**config.mk**
```make
export PLATFORM = sky130hd
export DESIGN_NAME = alu_multiply_accumulate_unit_core
export DESIGN_NICKNAME = d
export VERILOG_FILES = /design/src/amac_pkg.sv /design/src/amac_front.sv /design/src/amac_queue.sv /design/src/amac_back.sv /design/src/alu_multiply_accumulate_unit_core.sv
export SDC_FILE = /design/constraint.sdc
export NUM_CORES = 2
export LEC_CHECK = 0
export ABC_AREA = 0
export ABC_CLOCK_PERIOD_IN_PS = 10900
export BUFFER_PORTS_ARGS = -buffer_cell sky130_fd_sc_hd__buf_2
export CORE_MARGIN = 10
export CORE_UTILIZATION = 45
export CTS_BUF_LIST = sky130_fd_sc_hd__clkbuf_16
export DETAILED_ROUTE_END_ITERATION = 7
export GPL_ROUTABILITY_DRIVEN = 0
export PLACE_DENSITY_LB_ADDON = 0.25
export SLEW_MARGIN = 5
export SYNTH_ARGS = -nofsm -noshare
export SYNTH_HDL_FRONTEND = slang
export SYNTH_SLANG_ARGS = --single-unit
```
**constraint.sdc**
```tcl
create_clock -name clk -period 10.9 [get_ports clk]
set_input_delay 3.27 -clock clk [delete_from_list [all_inputs] [get_ports clk]]
set_output_delay 3.27 -clock clk [all_outputs]
set_load 0.01 [all_outputs]
```
**src/amac_pkg.sv**
```systemverilog
package amac_pkg;

    // Operation classes produced by the front end
    typedef enum logic [3:0] {
        OP_ADC   = 4'd0,
        OP_SBC   = 4'd1,
        OP_EXTB  = 4'd2,
        OP_EXTUB = 4'd3,
        OP_EXTH  = 4'd4,
        OP_EXTUH = 4'd5,
        OP_MLTH  = 4'd6,
        OP_MLTUH = 4'd7,
        OP_MLTW  = 4'd8,
        OP_MLTUW = 4'd9,
        OP_MAC   = 4'd10,
        OP_NOP   = 4'd15
    } op_t;

    // Flag bit positions
    localparam int FLAG_C  = 0;
    localparam int FLAG_V  = 1;
    localparam int FLAG_Z  = 2;
    localparam int FLAG_N  = 3;
    localparam int FLAG_MO = 4;

    // Cycle cost codes
    localparam logic [2:0] COST_BASE     = 3'd1;
    localparam logic [2:0] COST_MAC_STEP = 3'd2;
    localparam logic [2:0] COST_MAC_DONE = 3'd4;
    localparam logic [2:0] COST_MUL_WORD = 3'd5;

    // Depth of the queue between front and back
    localparam int QUEUE_DEPTH = 2;

    typedef struct packed {
        logic [3:0]         mode;
        logic [31:0]        first_operand;
        logic [31:0]        second_operand;
        logic [31:0]        mac_count;
        logic [31:0]        addr_a;
        logic [31:0]        addr_b;
        logic signed [15:0] half_a;
        logic signed [15:0] half_b;
    } in_t;

    typedef struct packed {
        logic [31:0] result_value;
        logic        write_result;
        logic [4:0]  flag_bits;
        logic [63:0] accumulator;
        logic [31:0] next_count;
        logic [31:0] next_addr_a;
        logic [31:0] next_addr_b;
        logic        repeat_instruction;
        logic [2:0]  cycle_cost;
    } out_t;

    // Classified operation with its product already formed
    typedef struct packed {
        op_t         op;
        logic [31:0] first_operand;
        logic [31:0] second_operand;
        logic [31:0] mac_count;
        logic [31:0] addr_a;
        logic [31:0] addr_b;
        logic [63:0] product;
    } op_item_t;

endpackage

```
**src/amac_front.sv**
```systemverilog
module amac_front (
    input  logic                in_valid,
    output logic                in_ready,
    input  amac_pkg::in_t       in_item,
    output logic                op_valid,
    input  logic                op_ready,
    output amac_pkg::op_item_t  op_item
);

    amac_pkg::op_t      op;
    logic signed [32:0] mul_a;
    logic signed [32:0] mul_b;
    logic signed [65:0] mul_full;

    // Classify the mode; codes without meaning become a no-op
    always_comb
    begin
        unique case (in_item.mode) inside
            amac_pkg::OP_ADC, amac_pkg::OP_SBC, amac_pkg::OP_EXTB, amac_pkg::OP_EXTUB,
            amac_pkg::OP_EXTH, amac_pkg::OP_EXTUH, amac_pkg::OP_MLTH, amac_pkg::OP_MLTUH,
            amac_pkg::OP_MLTW, amac_pkg::OP_MLTUW, amac_pkg::OP_MAC:
                op = amac_pkg::op_t'(in_item.mode);
            default:
                op = amac_pkg::OP_NOP;
        endcase
    end

    // Select multiplier operands; one shared signed 33x33 multiplier
    always_comb
    begin
        case (op)
            amac_pkg::OP_MLTH:
            begin
                mul_a = {{17{in_item.first_operand[15]}}, in_item.first_operand[15:0]};
                mul_b = {{17{in_item.second_operand[15]}}, in_item.second_operand[15:0]};
            end
            amac_pkg::OP_MLTUH:
            begin
                mul_a = {17'd0, in_item.first_operand[15:0]};
                mul_b = {17'd0, in_item.second_operand[15:0]};
            end
            amac_pkg::OP_MLTW:
            begin
                mul_a = {in_item.first_operand[31], in_item.first_operand};
                mul_b = {in_item.second_operand[31], in_item.second_operand};
            end
            amac_pkg::OP_MLTUW:
            begin
                mul_a = {1'b0, in_item.first_operand};
                mul_b = {1'b0, in_item.second_operand};
            end
            amac_pkg::OP_MAC:
            begin
                mul_a = {{17{in_item.half_a[15]}}, in_item.half_a};
                mul_b = {{17{in_item.half_b[15]}}, in_item.half_b};
            end
            default:
            begin
                mul_a = '0;
                mul_b = '0;
            end
        endcase
    end

    assign mul_full = mul_a * mul_b;

    // Build the queue entry
    always_comb
    begin
        op_item.op             = op;
        op_item.first_operand  = in_item.first_operand;
        op_item.second_operand = in_item.second_operand;
        op_item.mac_count      = in_item.mac_count;
        op_item.addr_a         = in_item.addr_a;
        op_item.addr_b         = in_item.addr_b;
        op_item.product        = mul_full[63:0];
    end

    assign op_valid = in_valid;
    assign in_ready = op_ready;

endmodule

```
**src/amac_queue.sv**
```systemverilog
module amac_queue #(
    parameter int DEPTH = amac_pkg::QUEUE_DEPTH
) (
    input  logic                clk,
    input  logic                rst_n,
    input  logic                push_valid,
    output logic                push_ready,
    input  amac_pkg::op_item_t  push_item,
    output logic                pop_valid,
    input  logic                pop_ready,
    output amac_pkg::op_item_t  pop_item
);

    localparam int PTR_W = (DEPTH > 1) ? $clog2(DEPTH) : 1;
    localparam int CNT_W = $clog2(DEPTH + 1);
    localparam logic [PTR_W-1:0] LAST_PTR = PTR_W'(DEPTH - 1);
    localparam logic [CNT_W-1:0] FULL_CNT = CNT_W'(DEPTH);

    amac_pkg::op_item_t entries_reg [DEPTH];
    logic [PTR_W-1:0]   wr_ptr_reg, wr_ptr_next;
    logic [PTR_W-1:0]   rd_ptr_reg, rd_ptr_next;
    logic [CNT_W-1:0]   count_reg, count_next;
    logic               push, pop;

    assign push_ready = (count_reg != FULL_CNT);
    assign pop_valid  = (count_reg != '0);
    assign pop_item   = entries_reg[rd_ptr_reg];
    assign push       = push_valid && push_ready;
    assign pop        = pop_valid && pop_ready;

    // Advance pointers and occupancy
    always_comb
    begin
        wr_ptr_next = wr_ptr_reg;
        rd_ptr_next = rd_ptr_reg;
        count_next  = count_reg;
        if (push)
        begin
            wr_ptr_next = (wr_ptr_reg == LAST_PTR) ? '0 : wr_ptr_reg + 1'b1;
        end
        if (pop)
        begin
            rd_ptr_next = (rd_ptr_reg == LAST_PTR) ? '0 : rd_ptr_reg + 1'b1;
        end
        if (push && !pop)
        begin
            count_next = count_reg + 1'b1;
        end
        else if (pop && !push)
        begin
            count_next = count_reg - 1'b1;
        end
    end

    always_ff @(posedge clk or negedge rst_n)
    begin
        if (!rst_n)
        begin
            wr_ptr_reg <= '0;
            rd_ptr_reg <= '0;
            count_reg  <= '0;
        end
        else
        begin
            wr_ptr_reg <= wr_ptr_next;
            rd_ptr_reg <= rd_ptr_next;
            count_reg  <= count_next;
        end
    end

    // Store the pushed entry
    always_ff @(posedge clk)
    begin
        if (push)
        begin
            entries_reg[wr_ptr_reg] <= push_item;
        end
    end

endmodule

```
**src/amac_back.sv**
```systemverilog
module amac_back (
    input  logic                clk,
    input  logic                rst_n,
    input  logic                op_valid,
    output logic                op_ready,
    input  amac_pkg::op_item_t  op_item,
    output logic                out_valid,
    input  logic                out_ready,
    output amac_pkg::out_t      out_item
);

    logic [63:0]    acc_reg, acc_next;
    logic [4:0]     flags_reg, flags_next;
    logic           out_valid_reg;
    amac_pkg::out_t out_item_reg, out_item_next;
    logic           take;

    logic [31:0] a, b, res;
    logic        cin;
    logic [32:0] add_sum, sub_diff;
    logic [63:0] mac_sum;

    assign op_ready  = !out_valid_reg || out_ready;
    assign take      = op_valid && op_ready;
    assign out_valid = out_valid_reg;
    assign out_item  = out_item_reg;

    assign a        = op_item.first_operand;
    assign b        = op_item.second_operand;
    assign cin      = flags_reg[amac_pkg::FLAG_C];
    assign add_sum  = {1'b0, a} + {1'b0, b} + {32'd0, cin};
    assign sub_diff = {1'b0, a} - {1'b0, b} - {32'd0, cin};
    assign mac_sum  = acc_reg + op_item.product;

    // Execute one operation against the accumulator and flags
    always_comb
    begin
        res        = '0;
        acc_next   = acc_reg;
        flags_next = flags_reg;
        out_item_next                    = '0;
        out_item_next.cycle_cost         = amac_pkg::COST_BASE;
        unique case (op_item.op) inside
            amac_pkg::OP_ADC:
            begin
                res = add_sum[31:0];
                flags_next[amac_pkg::FLAG_C] = add_sum[32];
                flags_next[amac_pkg::FLAG_V] = ~(a[31] ^ b[31]) & (a[31] ^ res[31]);
                flags_next[amac_pkg::FLAG_Z] = (res == '0);
                flags_next[amac_pkg::FLAG_N] = res[31];
                out_item_next.write_result   = 1'b1;
            end
            amac_pkg::OP_SBC:
            begin
                res = sub_diff[31:0];
                flags_next[amac_pkg::FLAG_C] = sub_diff[32];
                flags_next[amac_pkg::FLAG_V] = (a[31] ^ b[31]) & (a[31] ^ res[31]);
                flags_next[amac_pkg::FLAG_Z] = (res == '0);
                flags_next[amac_pkg::FLAG_N] = res[31];
                out_item_next.write_result   = 1'b1;
            end
            amac_pkg::OP_EXTB:
            begin
                res = {{24{b[7]}}, b[7:0]};
                out_item_next.write_result = 1'b1;
            end
            amac_pkg::OP_EXTUB:
            begin
                res = {24'd0, b[7:0]};
                out_item_next.write_result = 1'b1;
            end
            amac_pkg::OP_EXTH:
            begin
                res = {{16{b[15]}}, b[15:0]};
                out_item_next.write_result = 1'b1;
            end
            amac_pkg::OP_EXTUH:
            begin
                res = {16'd0, b[15:0]};
                out_item_next.write_result = 1'b1;
            end
            amac_pkg::OP_MLTH, amac_pkg::OP_MLTUH:
            begin
                acc_next = {acc_reg[63:32], op_item.product[31:0]};
            end
            amac_pkg::OP_MLTW, amac_pkg::OP_MLTUW:
            begin
                acc_next = op_item.product;
                out_item_next.cycle_cost = amac_pkg::COST_MUL_WORD;
            end
            amac_pkg::OP_MAC:
            begin
                if (op_item.mac_count != '0)
                begin
                    acc_next = mac_sum;
                    // Hold MO sticky; set it on signed overflow of the sum
                    if ((acc_reg[63] == op_item.product[63]) &&
                        (mac_sum[63] != acc_reg[63]))
                    begin
                        flags_next[amac_pkg::FLAG_MO] = 1'b1;
                    end
                    out_item_next.next_count         = op_item.mac_count - 32'd1;
                    out_item_next.next_addr_a        = op_item.addr_a + 32'd2;
                    out_item_next.next_addr_b        = op_item.addr_b + 32'd2;
                    out_item_next.repeat_instruction = 1'b1;
                    out_item_next.cycle_cost         = amac_pkg::COST_MAC_STEP;
                end
                else
                begin
                    out_item_next.next_addr_a = op_item.addr_a;
                    out_item_next.next_addr_b = op_item.addr_b;
                    out_item_next.cycle_cost  = amac_pkg::COST_MAC_DONE;
                end
            end
            default:
            begin
            end
        endcase
        out_item_next.result_value = res;
        out_item_next.flag_bits    = flags_next;
        out_item_next.accumulator  = acc_next;
    end

    // Hold state and the output transaction
    always_ff @(posedge clk or negedge rst_n)
    begin
        if (!rst_n)
        begin
            acc_reg       <= '0;
            flags_reg     <= '0;
            out_valid_reg <= 1'b0;
        end
        else
        begin
            if (take)
            begin
                acc_reg   <= acc_next;
                flags_reg <= flags_next;
            end
            if (op_ready)
            begin
                out_valid_reg <= op_valid;
            end
        end
    end

    always_ff @(posedge clk)
    begin
        if (take)
        begin
            out_item_reg <= out_item_next;
        end
    end

endmodule

```
**src/alu_multiply_accumulate_unit_core.sv**
```systemverilog
// Execute unit with a 64-bit accumulator and the flags C, V, Z, N and MO.
// Input channel: in_valid / in_ready / in_item, one instruction per
// transaction (mode, operands, mac count and addresses, two halfwords).
// Output channel: out_valid / out_ready / out_item, one result per
// transaction: value for rd and its write enable, flags, accumulator,
// updated mac count and addresses, repeat request and cycle cost.
// The front end decodes the mode and forms any product in the shared
// 33x33 multiplier, then writes a small queue. The back end applies the
// operation to the accumulator and flags and holds the result in an
// output register.
// Each instruction passes through a queue entry and then the output
// register before it is offered on the output channel.
// Throughput: one transaction per cycle while out_ready holds, as the
// back end forms its accumulate and flag update combinationally.
// Reset clears the accumulator, the flags, the queue and the output valid.
// When the receiver stalls, the output register holds its transaction,
// the queue fills (QUEUE_DEPTH entries) and in_ready drops once it is full.
module alu_multiply_accumulate_unit_core #(
    parameter int QUEUE_DEPTH = amac_pkg::QUEUE_DEPTH
) (
    input  logic           clk,
    input  logic           rst_n,
    input  logic           in_valid,
    output logic           in_ready,
    input  amac_pkg::in_t  in_item,
    output logic           out_valid,
    input  logic           out_ready,
    output amac_pkg::out_t out_item
);

    logic               fq_valid, fq_ready;
    amac_pkg::op_item_t fq_item;
    logic               qb_valid, qb_ready;
    amac_pkg::op_item_t qb_item;

    amac_front u_front (
        .in_valid (in_valid),
        .in_ready (in_ready),
        .in_item  (in_item),
        .op_valid (fq_valid),
        .op_ready (fq_ready),
        .op_item  (fq_item)
    );

    amac_queue #(
        .DEPTH (QUEUE_DEPTH)
    ) u_queue (
        .clk        (clk),
        .rst_n      (rst_n),
        .push_valid (fq_valid),
        .push_ready (fq_ready),
        .push_item  (fq_item),
        .pop_valid  (qb_valid),
        .pop_ready  (qb_ready),
        .pop_item   (qb_item)
    );

    amac_back u_back (
        .clk       (clk),
        .rst_n     (rst_n),
        .op_valid  (qb_valid),
        .op_ready  (qb_ready),
        .op_item   (qb_item),
        .out_valid (out_valid),
        .out_ready (out_ready),
        .out_item  (out_item)
    );

endmodule

```
==> results.md <==
* Vias in the first global route at 61460
* Post-Route Skew at 0.05892 ns
* Max clock buf depth at 3
* Total GRT Usage at 0.2572
* Post-synthesis sequential area ratio at 0.2865
* Via Count at 59010
* Leakage at 41.73 nW
* First-pass GRT wire length at 364.1 mm
* # IOs at 404
* #FFs+latches synth at 732
* Sw frac at 0.4501
* Post-route cell area at 0.09195 mm2
* Pre-CTS setup slack at -1.378 ns
* Synthesized area at 0.07542 mm2
* Startpoint types: input port
* Layout cell share with drive strength beyond 1 at 0.2269
* Post-Syn Area per Cell at 10.20 um2
* Clock power frac at 0.162
* Arrival @ worst endpoint at 11.50 ns
* Buf+Inv Stages, Crit Path at 14
* R2R Path End: u_back.out_item[164]
* Hold bufs inserted after CTS at 0
* Pwr Density at 209.6 mW/mm2
* Top post-synthesis cells by area: fa_1, edfxtp_1, ha_1
* Final nets at 10130
* Die X at 429.4 um
* Syn. warnings at 0
* H-Tree Depth at 3
* Psw at 0.008674 W
* F_max at 90.53 MHz
* Final setup margin at -0.1463 ns
* TritonCTS clock tree: done
* Crit share post-route at 1.013
* DRT Wirelength at 240.6 mm
* Max_cap viols at 0
* Logic pwr share at 0.595
* Max FO, Critical Path at 6
* Max_slew headroom at 0.1157
* Final setup fails at 18
* Reg2reg path depth at 16
* Area share of the largest cell type after synthesis at 0.2999
* Starting density of the core at 0.4520
* Top cell type by total area after synthesis: fa_1
* Final hold viol count at 0
* Worst path required time at 11.35 ns
* Antenna-violating nets left at 0
* Largest net degree at the start of global routing at 130
* RR Startpoint: u_queue.rd_ptr_reg
* TNS Setup at -1.429 ns
* Drt via density at 5.508
* Top-count cell post-synth: inv_1
* Row cnt at 150
* Sinks on Clock Net at 732
* Setup crit end: u_queue.entries_reg[1][57]
* Max Slew Vio Count at 0
* Placed instance area at 0.08562 mm2
* Buffers on Ports at 403
* CTS clk-pin slew, worst paths at 0.06 ns
* Internal power at 0.01060 W
* Syn Nets at 9096
* Top cells by instance count after synthesis: inv_1, fa_1, nand2_1, nor2_1, edfxtp_1
* Gate Count Post-Synth at 7396
* Starting DRT DRC Count at 5506
* CP max-delay cell: nor2_1
* Full die area at 0.1844 mm2
* RSZ-0062 raised after global routing: yes
* Power share of the sequential group at 0.243
* DRC errors left at 0
* Distinct cells, synth at 109
* Worst Setup SP: in_item[194]
* CP peak stage delay at 0.62 ns
* Area growth syn-to-layout at 21.91%
* Grt ovf at 0
* Ys flop type: edfxtp_1
* Async SR Flop Fraction at 0.1011
* Largest register FFs at 456
* Worst-margin pin slew at 1.313 ns
* Status: finished, violations left
* CTS root buf: clkbuf_16
* Die Y at 429.4 um
* CP top delay family: adder cells
* R2r setup slk at 3.94 ns
* HP Class: reg -> reg
* Later-pin clock latency in the skew report at 0.75 ns
* Dpl hpwl at 193.0 mm
* CTS Buf Count at 86
* Pre-antenna DRT Iters at 8
* Initial antenna violation count at 21
* Total Power at 0.01927 W
* Levels on crit path at 39
* CP Class: in -> reg
* Minimum clock period after layout at 11.05 ns
* Peak supply drop at 0.1943 mV
* CORE AREA at 0.1668 mm2
* WHS at 0.4724 ns
* EDFF count, synth at 658
* CP dominant cell by count: fa_1
* Drt wl/cell at 22.46 um
* Failing checks: setup timing
* Setup crit end kind: register
-- kinds of logic after synthesis --
family                     after synthesis  share of synthesized area
buffers and inverters                 1557                    0.07940
DFF                                    732                     0.2865
and+or+nand+nor                       2109                     0.1192
AOI/OAI and AO/OA                      990                    0.08859
muxes                                  241                    0.03401
xor gates and xnor gates               267                    0.03101
adders and majority gates             1500                     0.3613
-- worst register-to-register path, stage by stage (launching register included) --
cell	delay [ns]
dfrtp_4	0.86
buf_4	0.80
mux2_2	0.53
ha_1	0.40
inv_1	0.10
ha_1	0.49
and4_1	0.29
nand3_1	0.17
or4_1	0.43
nor3_1	0.50
nor3_1	0.19
o21ai_0	0.35
a21o_1	0.18
a21oi_1	0.08
xor2_1	0.14
o21ai_0	1.01
o21ai_1	0.17
-- how the worst min path moves through the flow --
stage / depth (start not counted) / endpoint / startpoint / slack, ns
2_1_floorplan: 1 / u_back.flags_reg[4] / u_back.flags_reg[4] / 0.44
3_3_place_gp: 1 / u_back.flags_reg[4] / u_back.flags_reg[4] / 0.45
3_5_place_dp: 1 / u_back.flags_reg[4] / u_back.flags_reg[4] / 0.46
4_1_cts: 1 / u_back.flags_reg[4] / u_back.flags_reg[4] / 0.47
5_1_grt: 1 / u_back.flags_reg[4] / u_back.flags_reg[4] / 0.51
6_report: 1 / u_back.flags_reg[4] / u_back.flags_reg[4] / 0.47
-- layer usage --
layer / wire length [um] / GRT usage / up-vias
li1: - / - / 26060
met1: 90190 / 0.3130 / 29540
met2: 112100 / 0.4192 / 2646
met3: 20060 / 0.05113 / 754
met4: 18160 / 0.1619 / 12
met5: 78 / 0 / -
-- area by class of cell --
| cell class | instances | area (um2) |
|---|---|---|
| repair buffers | 1279 | 10320 |
| diodes | 12 | 30.03 |
| inverters | 1218 | 4588 |
| flip-flops and latches | 732 | 21610 |
| clock buffers | 86 | 2152 |
| fillers | 14440 | 74900 |
| clock inverters | 74 | 957.2 |
| multi-input cells | 5108 | 49530 |
| well taps | 2204 | 2758 |
-- repair_timing --
item,CTS,global route
resized for setup,106,342
setup endpoints to repair,58,62
buffers inserted,66,61
pin swaps,64,223
cloned,4,7
-- power groups by stage --
stage	clock (W)	sequential [W]	combinational (W)
after floorplan	0	0.00496	0.00744
after global placement	0	0.00470	0.0108
after detailed placement	0	0.00473	0.0110
after CTS	0.00319	0.00468	0.0111
after global routing	0.00331	0.00476	0.0125
final	0.00313	0.00468	0.0115
-- through the flow --
step | util | cells
floorplan | - | 7396
global placement | 0.5131 | 10410
detailed placement | 0.5131 | 10410
CTS | 0.5383 | 10640
global route | 0.5510 | 10710
finish | 0.5511 | 10710
-- layout by cell type (no fill, tap or decap), drive strengths merged, types with 119 or more instances in the layout --
cell / Yosys / final
edfxtp: 658 / 658
mux2i: 122 / 122
inv: 1217 / 1233
ha: 370 / 370
o21ai: 166 / 166
a21oi: 278 / 278
a21o: 132 / 132
mux2: 119 / 119
fa: 1130 / 1130
nor2: 778 / 779
buf: 65 / 1271
xnor2: 167 / 167
nand2: 898 / 898
(Power assumes the default switching activity.)
